## src/hw/rtl/dsfe_pkg.sv

```systemverilog
`timescale 1ns / 1ps
// ----------------------------------------------------------------------------
// dsfe_pkg - shared definitions for the DShot frame encoder
// Field widths, register indexes, reset values and the bit timing table.
// ----------------------------------------------------------------------------
package dsfe_pkg;

  // Frame geometry
  localparam int FRAME_BITS = 16;
  localparam int VALUE_W    = 11;
  localparam int WORD_W     = VALUE_W + 1;
  localparam int CSUM_W     = 4;
  localparam int FRAME_W    = WORD_W + CSUM_W;
  localparam int CNT_W      = 5;

  // Symbol payload widths
  localparam int TICK_W   = 15;
  localparam int LOW_W    = 6;
  localparam int HIGH_W   = 6;
  localparam int PERIOD_W = 7;
  localparam int SPEED_W  = 3;

  // Configuration port
  localparam int CFG_IDX_W  = 2;
  localparam int CFG_DATA_W = 15;

  localparam logic [CFG_IDX_W-1:0] REG_SPEED_MODE   = 2'd0;
  localparam logic [CFG_IDX_W-1:0] REG_THROTTLE_MIN = 2'd1;
  localparam logic [CFG_IDX_W-1:0] REG_THROTTLE_MAX = 2'd2;
  localparam logic [CFG_IDX_W-1:0] REG_PAUSE_TICKS  = 2'd3;

  localparam logic [SPEED_W-1:0] RST_SPEED_MODE   = 3'd0;
  localparam logic [VALUE_W-1:0] RST_THROTTLE_MIN = 11'd48;
  localparam logic [VALUE_W-1:0] RST_THROTTLE_MAX = 11'd2047;
  localparam logic [TICK_W-1:0]  RST_PAUSE_TICKS  = 15'd1000;

  // Speed codes
  localparam logic [SPEED_W-1:0] SPEED_150  = 3'd1;
  localparam logic [SPEED_W-1:0] SPEED_300  = 3'd2;
  localparam logic [SPEED_W-1:0] SPEED_600  = 3'd3;
  localparam logic [SPEED_W-1:0] SPEED_1200 = 3'd4;

  // Input mode codes
  localparam logic MODE_THROTTLE = 1'b0;
  localparam logic MODE_COMMAND  = 1'b1;

  // Queue between front and back
  localparam int QUEUE_DEPTH = 2;
  localparam int QPTR_W      = 1;
  localparam int QCNT_W      = 2;

  typedef struct packed {
    logic [SPEED_W-1:0] speed_mode;
    logic [VALUE_W-1:0] throttle_min;
    logic [VALUE_W-1:0] throttle_max;
    logic [TICK_W-1:0]  pause_ticks;
  } cfg_t;

  typedef struct packed {
    logic [PERIOD_W-1:0] period;
    logic [HIGH_W-1:0]   high0;
    logic [HIGH_W-1:0]   high1;
  } timing_t;

  // Bit period and high times per speed; unknown speeds give zero
  function automatic timing_t bit_timing(input logic [SPEED_W-1:0] speed);
    timing_t t;
    case (speed)
      SPEED_150:  t = '{period: 7'd64, high0: 6'd25, high1: 6'd50};
      SPEED_300:  t = '{period: 7'd32, high0: 6'd12, high1: 6'd24};
      SPEED_600:  t = '{period: 7'd16, high0: 6'd6,  high1: 6'd12};
      SPEED_1200: t = '{period: 7'd8,  high0: 6'd3,  high1: 6'd6};
      default:    t = '{period: 7'd0,  high0: 6'd0,  high1: 6'd0};
    endcase
    return t;
  endfunction

endpackage

```

## src/hw/rtl/dsfe_if.sv

```systemverilog
`timescale 1ns / 1ps
// ----------------------------------------------------------------------------
// dsfe_if - valid/ready channels of the DShot frame encoder
// Input channel carries one frame request, output channel one pulse symbol.
// ----------------------------------------------------------------------------
interface dsfe_in_if;
  import dsfe_pkg::*;

  logic               valid;
  logic               ready;
  logic               mode;
  logic [VALUE_W-1:0] value;
  logic               telemetry;

  modport source (output valid, output mode, output value, output telemetry,
                  input ready);
  modport sink   (input valid, input mode, input value, input telemetry,
                  output ready);
endinterface

interface dsfe_out_if;
  import dsfe_pkg::*;

  logic              valid;
  logic              ready;
  logic              first_level;
  logic [TICK_W-1:0] first_ticks;
  logic [LOW_W-1:0]  second_ticks;
  logic              last;

  modport source (output valid, output first_level, output first_ticks,
                  output second_ticks, output last, input ready);
  modport sink   (input valid, input first_level, input first_ticks,
                  input second_ticks, input last, output ready);
endinterface

```

## src/hw/rtl/dshot_frame_encoder.sv

```systemverilog
`timescale 1ns / 1ps
// ----------------------------------------------------------------------------
// dshot_frame_encoder - DShot frame to pulse symbol encoder
// Each request (mode, value, telemetry) becomes a checksummed 16-bit frame
// that leaves as 16 timed data symbols and one end marker.
//
// Usage:
//   in_ch  : valid/ready request channel, one beat per frame.
//   out_ch : valid/ready symbol channel, 17 beats per frame; the end marker
//            has first_level 0, first_ticks = pause_ticks and last set.
//   cfg_*  : write-only register port (speed, clamp limits, pause length),
//            to be written by the user only while no frame is in flight;
//            the block itself does not enforce this.
//   A request passes the front-end frame register, the queue, the emitter's
//   frame shifter and its payload register before its first symbol is valid.
//   Throughput: one symbol per cycle unless out_ch stalls or no frame waits.
//   Requests keep being taken into a two-frame queue while symbols wait.
//   Reset (rst_n low, synchronous) empties the pipeline and queue and loads
//   register defaults: speed off, min 48, max 2047, pause 1000.
//   A stalled out_ch holds its symbol; the emitter and, once the queue
//   fills, the request channel stall behind it without losing a beat.
// ----------------------------------------------------------------------------
module dshot_frame_encoder (
  input  logic                            clk,
  input  logic                            rst_n,
  input  logic                            cfg_we,
  input  logic [dsfe_pkg::CFG_IDX_W-1:0]  cfg_index,
  input  logic [dsfe_pkg::CFG_DATA_W-1:0] cfg_wdata,
  dsfe_in_if.sink                         in_ch,
  dsfe_out_if.source                      out_ch
);
  import dsfe_pkg::*;

  cfg_t               cfg_r, cfg_nxt;
  logic               f_valid, f_ready;
  logic [FRAME_W-1:0] f_data;
  logic               q_valid, q_ready;
  logic [FRAME_W-1:0] q_data;

  // Configuration register writes
  always_comb begin
    cfg_nxt = cfg_r;
    if (cfg_we) begin
      case (cfg_index)
        REG_SPEED_MODE:   cfg_nxt.speed_mode   = cfg_wdata[SPEED_W-1:0];
        REG_THROTTLE_MIN: cfg_nxt.throttle_min = cfg_wdata[VALUE_W-1:0];
        REG_THROTTLE_MAX: cfg_nxt.throttle_max = cfg_wdata[VALUE_W-1:0];
        REG_PAUSE_TICKS:  cfg_nxt.pause_ticks  = cfg_wdata[TICK_W-1:0];
        default:          cfg_nxt = cfg_r;
      endcase
    end
  end

  always_ff @(posedge clk) begin
    if (!rst_n) begin
      cfg_r.speed_mode   <= RST_SPEED_MODE;
      cfg_r.throttle_min <= RST_THROTTLE_MIN;
      cfg_r.throttle_max <= RST_THROTTLE_MAX;
      cfg_r.pause_ticks  <= RST_PAUSE_TICKS;
    end else begin
      cfg_r <= cfg_nxt;
    end
  end

  // Front end: intake and frame build
  dsfe_front u_front (
    .clk       (clk),
    .rst_n     (rst_n),
    .cfg       (cfg_r),
    .in_ch     (in_ch),
    .frm_valid (f_valid),
    .frm_ready (f_ready),
    .frm_data  (f_data)
  );

  // Frame queue
  dsfe_queue u_queue (
    .clk        (clk),
    .rst_n      (rst_n),
    .push_valid (f_valid),
    .push_ready (f_ready),
    .push_data  (f_data),
    .pop_valid  (q_valid),
    .pop_ready  (q_ready),
    .pop_data   (q_data)
  );

  // Back end: symbol emission
  dsfe_back u_back (
    .clk       (clk),
    .rst_n     (rst_n),
    .cfg       (cfg_r),
    .frm_valid (q_valid),
    .frm_ready (q_ready),
    .frm_data  (q_data),
    .out_ch    (out_ch)
  );

endmodule

```

## src/hw/rtl/dsfe_front.sv

```systemverilog
`timescale 1ns / 1ps
// ----------------------------------------------------------------------------
// dsfe_front - request intake and frame builder
// Clamps throttle values, appends telemetry and checksum, registers the frame.
// ----------------------------------------------------------------------------
module dsfe_front (
  input  logic                          clk,
  input  logic                          rst_n,
  input  dsfe_pkg::cfg_t                cfg,
  dsfe_in_if.sink                       in_ch,
  output logic                          frm_valid,
  input  logic                          frm_ready,
  output logic [dsfe_pkg::FRAME_W-1:0]  frm_data
);
  import dsfe_pkg::*;

  logic               valid_r, valid_nxt;
  logic [FRAME_W-1:0] frame_r, frame_nxt;
  logic [VALUE_W-1:0] lo_val, clamp_val;
  logic [WORD_W-1:0]  word;
  logic [CSUM_W-1:0]  csum;
  logic               take;

  // Stage holds one frame; refill when empty or when it drains this cycle
  assign in_ch.ready = !valid_r || frm_ready;
  assign take        = in_ch.valid && in_ch.ready;

  // Raise to minimum first, then lower to maximum (max wins if min > max); commands pass unclamped
  always_comb begin
    lo_val    = (in_ch.value < cfg.throttle_min) ? cfg.throttle_min : in_ch.value;
    clamp_val = (lo_val > cfg.throttle_max) ? cfg.throttle_max : lo_val;
    if (in_ch.mode == MODE_COMMAND) begin
      clamp_val = in_ch.value;
    end
  end

  // Frame word and nibble checksum
  assign word      = {clamp_val, in_ch.telemetry};
  assign csum      = word[3:0] ^ word[7:4] ^ word[11:8];
  assign frame_nxt = take ? {word, csum} : frame_r;

  always_comb begin
    valid_nxt = valid_r;
    if (take) begin
      valid_nxt = 1'b1;
    end else if (frm_ready) begin
      valid_nxt = 1'b0;
    end
  end

  always_ff @(posedge clk) begin
    if (!rst_n) begin
      valid_r <= 1'b0;
    end else begin
      valid_r <= valid_nxt;
    end
  end

  always_ff @(posedge clk) begin
    frame_r <= frame_nxt;
  end

  assign frm_valid = valid_r;
  assign frm_data  = frame_r;

endmodule

```

## src/hw/rtl/dsfe_queue.sv

```systemverilog
`timescale 1ns / 1ps
// ----------------------------------------------------------------------------
// dsfe_queue - short frame queue between front and back
// Two-entry FIFO so intake and symbol emission stall independently.
// ----------------------------------------------------------------------------
module dsfe_queue (
  input  logic                          clk,
  input  logic                          rst_n,
  input  logic                          push_valid,
  output logic                          push_ready,
  input  logic [dsfe_pkg::FRAME_W-1:0]  push_data,
  output logic                          pop_valid,
  input  logic                          pop_ready,
  output logic [dsfe_pkg::FRAME_W-1:0]  pop_data
);
  import dsfe_pkg::*;

  logic [FRAME_W-1:0] mem_r [QUEUE_DEPTH];
  logic [QPTR_W-1:0]  wr_ptr_r, wr_ptr_nxt;
  logic [QPTR_W-1:0]  rd_ptr_r, rd_ptr_nxt;
  logic [QCNT_W-1:0]  count_r, count_nxt;
  logic               do_push, do_pop;

  assign push_ready = (count_r != QCNT_W'(QUEUE_DEPTH));
  assign pop_valid  = (count_r != '0);
  assign pop_data   = mem_r[rd_ptr_r];
  assign do_push    = push_valid && push_ready;
  assign do_pop     = pop_valid && pop_ready;

  // Pointer and occupancy update
  always_comb begin
    wr_ptr_nxt = do_push ? wr_ptr_r + 1'b1 : wr_ptr_r;
    rd_ptr_nxt = do_pop  ? rd_ptr_r + 1'b1 : rd_ptr_r;
    count_nxt  = count_r;
    if (do_push && !do_pop) begin
      count_nxt = count_r + 1'b1;
    end else if (do_pop && !do_push) begin
      count_nxt = count_r - 1'b1;
    end
  end

  always_ff @(posedge clk) begin
    if (!rst_n) begin
      wr_ptr_r <= '0;
      rd_ptr_r <= '0;
      count_r  <= '0;
    end else begin
      wr_ptr_r <= wr_ptr_nxt;
      rd_ptr_r <= rd_ptr_nxt;
      count_r  <= count_nxt;
    end
  end

  // Entry storage
  always_ff @(posedge clk) begin
    if (do_push) begin
      mem_r[wr_ptr_r] <= push_data;
    end
  end

endmodule

```

## src/hw/rtl/dsfe_back.sv

```systemverilog
`timescale 1ns / 1ps
// ----------------------------------------------------------------------------
// dsfe_back - pulse symbol emitter
// Shifts a frame out MSB first as timed symbols, then the end marker.
// ----------------------------------------------------------------------------
module dsfe_back (
  input  logic                          clk,
  input  logic                          rst_n,
  input  dsfe_pkg::cfg_t                cfg,
  input  logic                          frm_valid,
  output logic                          frm_ready,
  input  logic [dsfe_pkg::FRAME_W-1:0]  frm_data,
  dsfe_out_if.source                    out_ch
);
  import dsfe_pkg::*;

  localparam logic [CNT_W-1:0] END_SYM = CNT_W'(FRAME_BITS);

  logic               busy_r, busy_nxt;
  logic [CNT_W-1:0]   cnt_r, cnt_nxt;
  logic [FRAME_W-1:0] shift_r, shift_nxt;
  logic               ovalid_r, ovalid_nxt;
  logic               level_r, last_r;
  logic [TICK_W-1:0]  first_r;
  logic [LOW_W-1:0]   second_r;
  logic               advance, emit, sym_last, pop;
  timing_t            tm;
  logic [HIGH_W-1:0]  hi;
  logic [PERIOD_W-1:0] lo_full;

  // Output register frees when empty or when the beat is taken
  assign advance  = !ovalid_r || out_ch.ready;
  assign emit     = busy_r && advance;
  assign sym_last = (cnt_r == END_SYM);
  assign pop      = frm_valid && (!busy_r || (emit && sym_last));
  assign frm_ready = !busy_r || (emit && sym_last);

  // Symbol timing for the current bit
  always_comb begin
    tm      = bit_timing(cfg.speed_mode);
    hi      = shift_r[FRAME_W-1] ? tm.high1 : tm.high0;
    lo_full = tm.period - PERIOD_W'(hi);
  end

  // Sequencer: load a frame, count 16 data symbols plus the marker
  always_comb begin
    busy_nxt  = busy_r;
    cnt_nxt   = cnt_r;
    shift_nxt = shift_r;
    if (pop) begin
      busy_nxt  = 1'b1;
      cnt_nxt   = '0;
      shift_nxt = frm_data;
    end else if (emit) begin
      cnt_nxt   = cnt_r + 1'b1;
      shift_nxt = {shift_r[FRAME_W-2:0], 1'b0};
      if (sym_last) begin
        busy_nxt = 1'b0;
      end
    end
    ovalid_nxt = advance ? busy_r : ovalid_r;
  end

  always_ff @(posedge clk) begin
    if (!rst_n) begin
      busy_r   <= 1'b0;
      cnt_r    <= '0;
      ovalid_r <= 1'b0;
    end else begin
      busy_r   <= busy_nxt;
      cnt_r    <= cnt_nxt;
      ovalid_r <= ovalid_nxt;
    end
  end

  // Frame shifter and symbol payload register
  always_ff @(posedge clk) begin
    shift_r <= shift_nxt;
    if (emit) begin
      level_r  <= !sym_last;
      last_r   <= sym_last;
      first_r  <= sym_last ? cfg.pause_ticks : TICK_W'(hi);
      second_r <= sym_last ? '0 : lo_full[LOW_W-1:0];
    end
  end

  assign out_ch.valid        = ovalid_r;
  assign out_ch.first_level  = level_r;
  assign out_ch.first_ticks  = first_r;
  assign out_ch.second_ticks = second_r;
  assign out_ch.last         = last_r;

endmodule

```

## src/flat_wrapper.sv

```systemverilog
// flat-port wrapper written by rule: the top's interface ports become plain ports
module dshot_frame_encoder_flat import dsfe_pkg::*;
  (clk, rst_n, cfg_we, cfg_index, cfg_wdata, in_ch_valid, in_ch_mode, in_ch_value, in_ch_telemetry, in_ch_ready, out_ch_valid, out_ch_first_level, out_ch_first_ticks, out_ch_second_ticks, out_ch_last, out_ch_ready);
  dsfe_in_if in_ch_i ();
  dsfe_out_if out_ch_i ();
  input  logic clk;
  input  logic rst_n;
  input  logic cfg_we;
  input  logic [dsfe_pkg::CFG_IDX_W-1:0] cfg_index;
  input  logic [dsfe_pkg::CFG_DATA_W-1:0] cfg_wdata;
  input wire logic [$bits(in_ch_i.valid)-1:0] in_ch_valid;
  input wire logic [$bits(in_ch_i.mode)-1:0] in_ch_mode;
  input wire logic [$bits(in_ch_i.value)-1:0] in_ch_value;
  input wire logic [$bits(in_ch_i.telemetry)-1:0] in_ch_telemetry;
  output wire logic [$bits(in_ch_i.ready)-1:0] in_ch_ready;
  output wire logic [$bits(out_ch_i.valid)-1:0] out_ch_valid;
  output wire logic [$bits(out_ch_i.first_level)-1:0] out_ch_first_level;
  output wire logic [$bits(out_ch_i.first_ticks)-1:0] out_ch_first_ticks;
  output wire logic [$bits(out_ch_i.second_ticks)-1:0] out_ch_second_ticks;
  output wire logic [$bits(out_ch_i.last)-1:0] out_ch_last;
  input wire logic [$bits(out_ch_i.ready)-1:0] out_ch_ready;
  assign in_ch_i.valid = in_ch_valid;
  assign in_ch_i.mode = in_ch_mode;
  assign in_ch_i.value = in_ch_value;
  assign in_ch_i.telemetry = in_ch_telemetry;
  assign in_ch_ready = in_ch_i.ready;
  assign out_ch_valid = out_ch_i.valid;
  assign out_ch_first_level = out_ch_i.first_level;
  assign out_ch_first_ticks = out_ch_i.first_ticks;
  assign out_ch_second_ticks = out_ch_i.second_ticks;
  assign out_ch_last = out_ch_i.last;
  assign out_ch_i.ready = out_ch_ready;
  dshot_frame_encoder u_core (.clk(clk), .rst_n(rst_n), .cfg_we(cfg_we), .cfg_index(cfg_index), .cfg_wdata(cfg_wdata), .in_ch(in_ch_i), .out_ch(out_ch_i));
endmodule
```

## config.mk

```make
export PLATFORM = sky130hd
export DESIGN_NAME = dshot_frame_encoder_flat
export DESIGN_NICKNAME = d
export VERILOG_FILES = /design/src/hw/rtl/dsfe_pkg.sv /design/src/hw/rtl/dsfe_if.sv /design/src/hw/rtl/dshot_frame_encoder.sv /design/src/hw/rtl/dsfe_front.sv /design/src/hw/rtl/dsfe_queue.sv /design/src/hw/rtl/dsfe_back.sv /design/src/flat_wrapper.sv
export SDC_FILE = /design/constraint.sdc
export NUM_CORES = 1
export LEC_CHECK = 0
export ABC_AREA = 1
export ABC_CLOCK_PERIOD_IN_PS = 9800
export BUFFER_PORTS_ARGS = -buffer_cell sky130_fd_sc_hd__buf_2
export CORE_MARGIN = 3
export CORE_UTILIZATION = 55
export CTS_BUF_LIST = sky130_fd_sc_hd__clkbuf_2 sky130_fd_sc_hd__clkbuf_4 sky130_fd_sc_hd__clkbuf_8
export DETAILED_ROUTE_END_ITERATION = 10
export GPL_ROUTABILITY_DRIVEN = 1
export PLACE_DENSITY = 0.86
export SLEW_MARGIN = 20
export SYNTH_ARGS = -nofsm -noshare
export SYNTH_HDL_FRONTEND = slang
export SYNTH_SLANG_ARGS = --single-unit
```

## constraint.sdc

```tcl
create_clock -name clk -period 9.8 [get_ports clk]
set_input_delay 0.98 -clock clk [delete_from_list [all_inputs] [get_ports clk]]
set_output_delay 0.98 -clock clk [all_outputs]
set_load 0.02 [all_outputs]
```

==> results.md <==
Drt:
- The detailed-routing iteration count for the pre-antenna-repair pass is 5.
- The violation count after the first detailed-route iteration is 417.
- The routed wirelength normalized by instance count is 15.63 um.
- The remaining number of nets flagged by the antenna check after routing is 0.
- In the routed design, unresolved DRC markers number 0.
- The detailed-route via count is roughly 5100.
- Summed over all layers, the routed wires come to ~15 mm.
- Using the TritonRoute via totals, the vias-per-cell ratio works out to between 5 and 6.

Setup path:
- STA classifies the critical path startpoint as an input pin.
- The critical path in this run is classified as input pin to flop.
- The worst setup path is captured at a flop.
- The highest net fanout along the worst path is 15.
- For this design, the slowest cell found on the critical path is sky130_fd_sc_hd__ha_1.
- The data arrival time of the critical path is slightly below 4 ns.
- Data on the critical path is required at its endpoint by 9.98 ns.
- Counting both buffers and inverters, the worst setup path holds a total of 5.
- The critical path starts at in_ch_value[10].
- On the worst path, the slowest cell contributes a delay of 0.32 ns.
- The startpoint identified for the worst register-to-register timing path is u_core.cfg_r[31].
- The cell that appears most often on the critical path is sky130_fd_sc_hd__nand2_1.
- In this design, the largest share of critical-path delay is due to simple AND/OR/NAND/NOR gates.

Clock network:
- The H-tree was split into 4 levels.
- Gates resized during post-CTS repair numbered 0.
- The clock latency on the worst-skew pair is roughly 0.43 ns.
- The cell sitting at the root of the clock tree is a sky130_fd_sc_hd__clkbuf_8.
- The clock transition at the register clock pins on the worst setup and hold paths after CTS is approximately 0.070 ns.
- The hold-fix buffer count after cts is 0.
- The buffer levels on the longest clock path is 2.
- Post-CTS timing repair inserted 0 buffers for setup.
- TritonCTS created 17 clock buffers.
- The number of sinks driven by the clock tree is 140.
- TritonCTS built the clock tree.

Yosys:
- The distinct cell type count after synthesis is 38.
- The number of warnings printed during yosys synthesis is 0.
- The synthesized area per cell is slightly above 9 sq um.
- In this run, synthesis inferred 87 flip-flops with an integrated enable.
- The synthesized design contains between 100 and 150 register bits.
- The synthesized area is about 0.0066 sq mm.
- In the synthesized netlist the async set-or-reset flop fraction comes to 0%.
- The most used flip-flop cell after synthesis is sky130_fd_sc_hd__edfxtp_1.
- Summing the sequential cell areas from Yosys gives 55.85% of the chip area.
- The post-synthesis net count is about 770.
- In the synthesized netlist, the number of instances is 711.

Global route:
- The global-route usage over all layers is 23.13%.
- The number of antenna violations at the first check in global routing is 0.
- The largest net degree at the start of global routing is 43.
- The via count of the first global-routing pass is ~4900.
- The aggregate global routing overflow is 0.
- The first global-routing pass estimated roughly 24 mm of wire.

Run:
- The reported max-cap violation count is 0.

Timing:
- Setup violations remaining at the end of the flow were counted as 0.
- Headroom to the max-slew limit came out at approximately 34%.
- The hold violation total from the final report is 0.
- The actual slew at the worst max-slew pin is slightly below 1 ns.
- Static timing analysis puts the maximum clock frequency at roughly 260 MHz.
- The final critical path takes up between 30% and 40% of the cycle.
- Setup repair after global routing left no endpoint under its margin.
- The post-route worst hold slack is ~0.45 ns.
- The clock period minus worst slack is 3.778 ns.
- After routing, the total negative slack on setup checks comes to 0 ns.
- The worst clock skew on the final layout is roughly 0.008 ns.
- The max-slew violation total from the final report is 0.

Floorplanning:
- The core region is ~0.012 sq mm.
- The overall die height is 115.4 um.
- The die width is ~120 um.
- The total I/O pin count is 60.
- The initial utilization of the core area, before any placement, comes to 56.88%.
- The die footprint is ~0.013 sq mm.
- The floorplan row count is 39.

Final layout:
- The leading cell type in the layout, fill and taps excluded is sky130_fd_sc_hd__nand2_1.
- The share of layout cells above drive strength 1 is 16.69%.
- The top cell types in the final layout, fill and taps aside, are sky130_fd_sc_hd__nand2_1, sky130_fd_sc_hd__inv_1, sky130_fd_sc_hd__edfxtp_1, sky130_fd_sc_hd__buf_2, sky130_fd_sc_hd__nor2_1.
- The total number of nets in the final design is 834.
- The filler cell count is 897.
- The number of antenna diodes in the final layout is 0.
- Relative to the synthesized area, the layout overhead comes to 13.51%.
- The count of cells in the finished layout, fillers not included, comes to roughly 930.

Place:
- Routability-driven placement finished with a final weighted congestion of between 0.9 and 1.
- Counting tap cells, the placed design contains a total of roughly 900 instances.
- The total of buffers placed on input and output ports is roughly 60.
- The estimated wirelength of the detail-placed design is between 9 and 10 mm.

Hold path:
- The worst hold path begins at u_core.u_front.frm_data[4].
- The class of the worst hold path is flop to flop.

Pwr:
- The ratio of total power to cell area is around 240 mW/mm^2.
- The peak ir drop on the vdd network is approximately 150 uV.
- The leakage power is between 3 and 4 nW.

Outcome:
- The flow ran to the end, and the final reports show no timing, DRC or antenna violations.
==> sequential cells by signal, summed over array words and instances (netlist names), named ones only <==
| name | flops |
|---|---|
| u_core.cfg_r | 40 |
| u_core.u_back.out_ch.last | 1 |
| u_core.u_back.out_ch.first_ticks | 15 |
| u_core.u_queue.mem_r | 32 |
| u_core.u_back.out_ch.second_ticks | 6 |
| u_core.u_queue.wr_ptr_r | 1 |
| u_core.u_back.cnt_r | 5 |
| u_core.u_back.busy_r | 1 |
| u_core.u_queue.rd_ptr_r | 1 |
| u_core.u_back.out_ch.first_level | 1 |
| u_core.u_back.shift_r | 16 |
| u_core.u_front.frm_data | 16 |
| u_core.u_back.out_ch.valid | 1 |
| u_core.u_front.frm_valid | 1 |
| u_core.u_queue.count_r | 2 |
==> worst paths after layout <==
path | slack, ns | cells after the start | endpoint
min | 0.45 | 0 | u_core.u_queue.mem_r[1][4]
max | 6.02 | 25 | u_core.u_front.frm_data[0]
min reg2reg | 0.45 | 0 | u_core.u_queue.mem_r[1][4]
max reg2reg | 6.29 | 25 | u_core.u_front.frm_data[0]
==> cell families after synthesis <==
family	count (synthesis)	share of synthesized area [%]
buf+inv	120	7.228
simple gates	290	19.99
xor+xnor	2	0.2664
fa+ha+maj	27	5.136
compound gates	132	11.53
flops	140	55.85
==> stage by stage <==
stage | setup slack (ns) | power [mW] | instance area (sq um) | utilization, %
finish | 6.022 | 1.817 | 7466 | 64.56
global route | 5.707 | 1.914 | 7466 | 64.56
CTS | 6.071 | 1.818 | 7460 | 64.50
detailed placement | 5.638 | 1.272 | 6979 | 60.35
global placement | 5.717 | 1.257 | 6979 | 60.35
floorplan | 6.091 | 1.153 | 6578 | -
==> area by class of cell <==
cell class | count | area (sq um) | share of cell area [%]
sequential | 140 | 3674 | 49.20
multi-input combinational | 451 | 2440 | 32.68
inverter | 100 | 375.4 | 5.028
timing repair buffer | 62 | 317.8 | 4.257
clock buffer | 22 | 296.5 | 3.972
clock inverter | 10 | 183.9 | 2.464
tap | 143 | 178.9 | 2.397
==> power by group <==
group	total [mW]	switching (mW)	internal (mW)
registers	0.839	0.0514	0.788
clock network	0.547	0.213	0.334
logic	0.430	0.305	0.125
==> worst register-to-register path: cells and delay by family (launching register included) <==
kind / cells / cell delay (ns)
buffers and inverters: 4 / 0.24
adders and majority gates: 2 / 0.61
DFF: 1 / 0.38
and+or+nand+nor: 19 / 2.02
==> routing by layer <==
metal	track usage (%)	part of all wire [%]	routed length, um	vias up
met3	4.579	5.0	728	38
met5	0	0	0	-
li1	-	-	-	2506
met2	38.93	51	7355	159
met4	9.546	2.4	354	0
met1	29.30	42	6067	2413
==> cells in the mapped netlist, drive strengths merged, types with 14 or more instances <==
cell type,n,area [sq um]
o211ai,15,122.6
nor2,58,227.7
a31oi,15,93.84
o21ai,50,257.8
nand3,30,210.2
ha,27,337.8
inv,99,371.6
nand2,180,725.7
a21oi,47,246.5
dfxtp,53,1061
clkbuf,14,52.55
edfxtp,87,2613
Note: power is estimated with default switching activity, not from simulation.
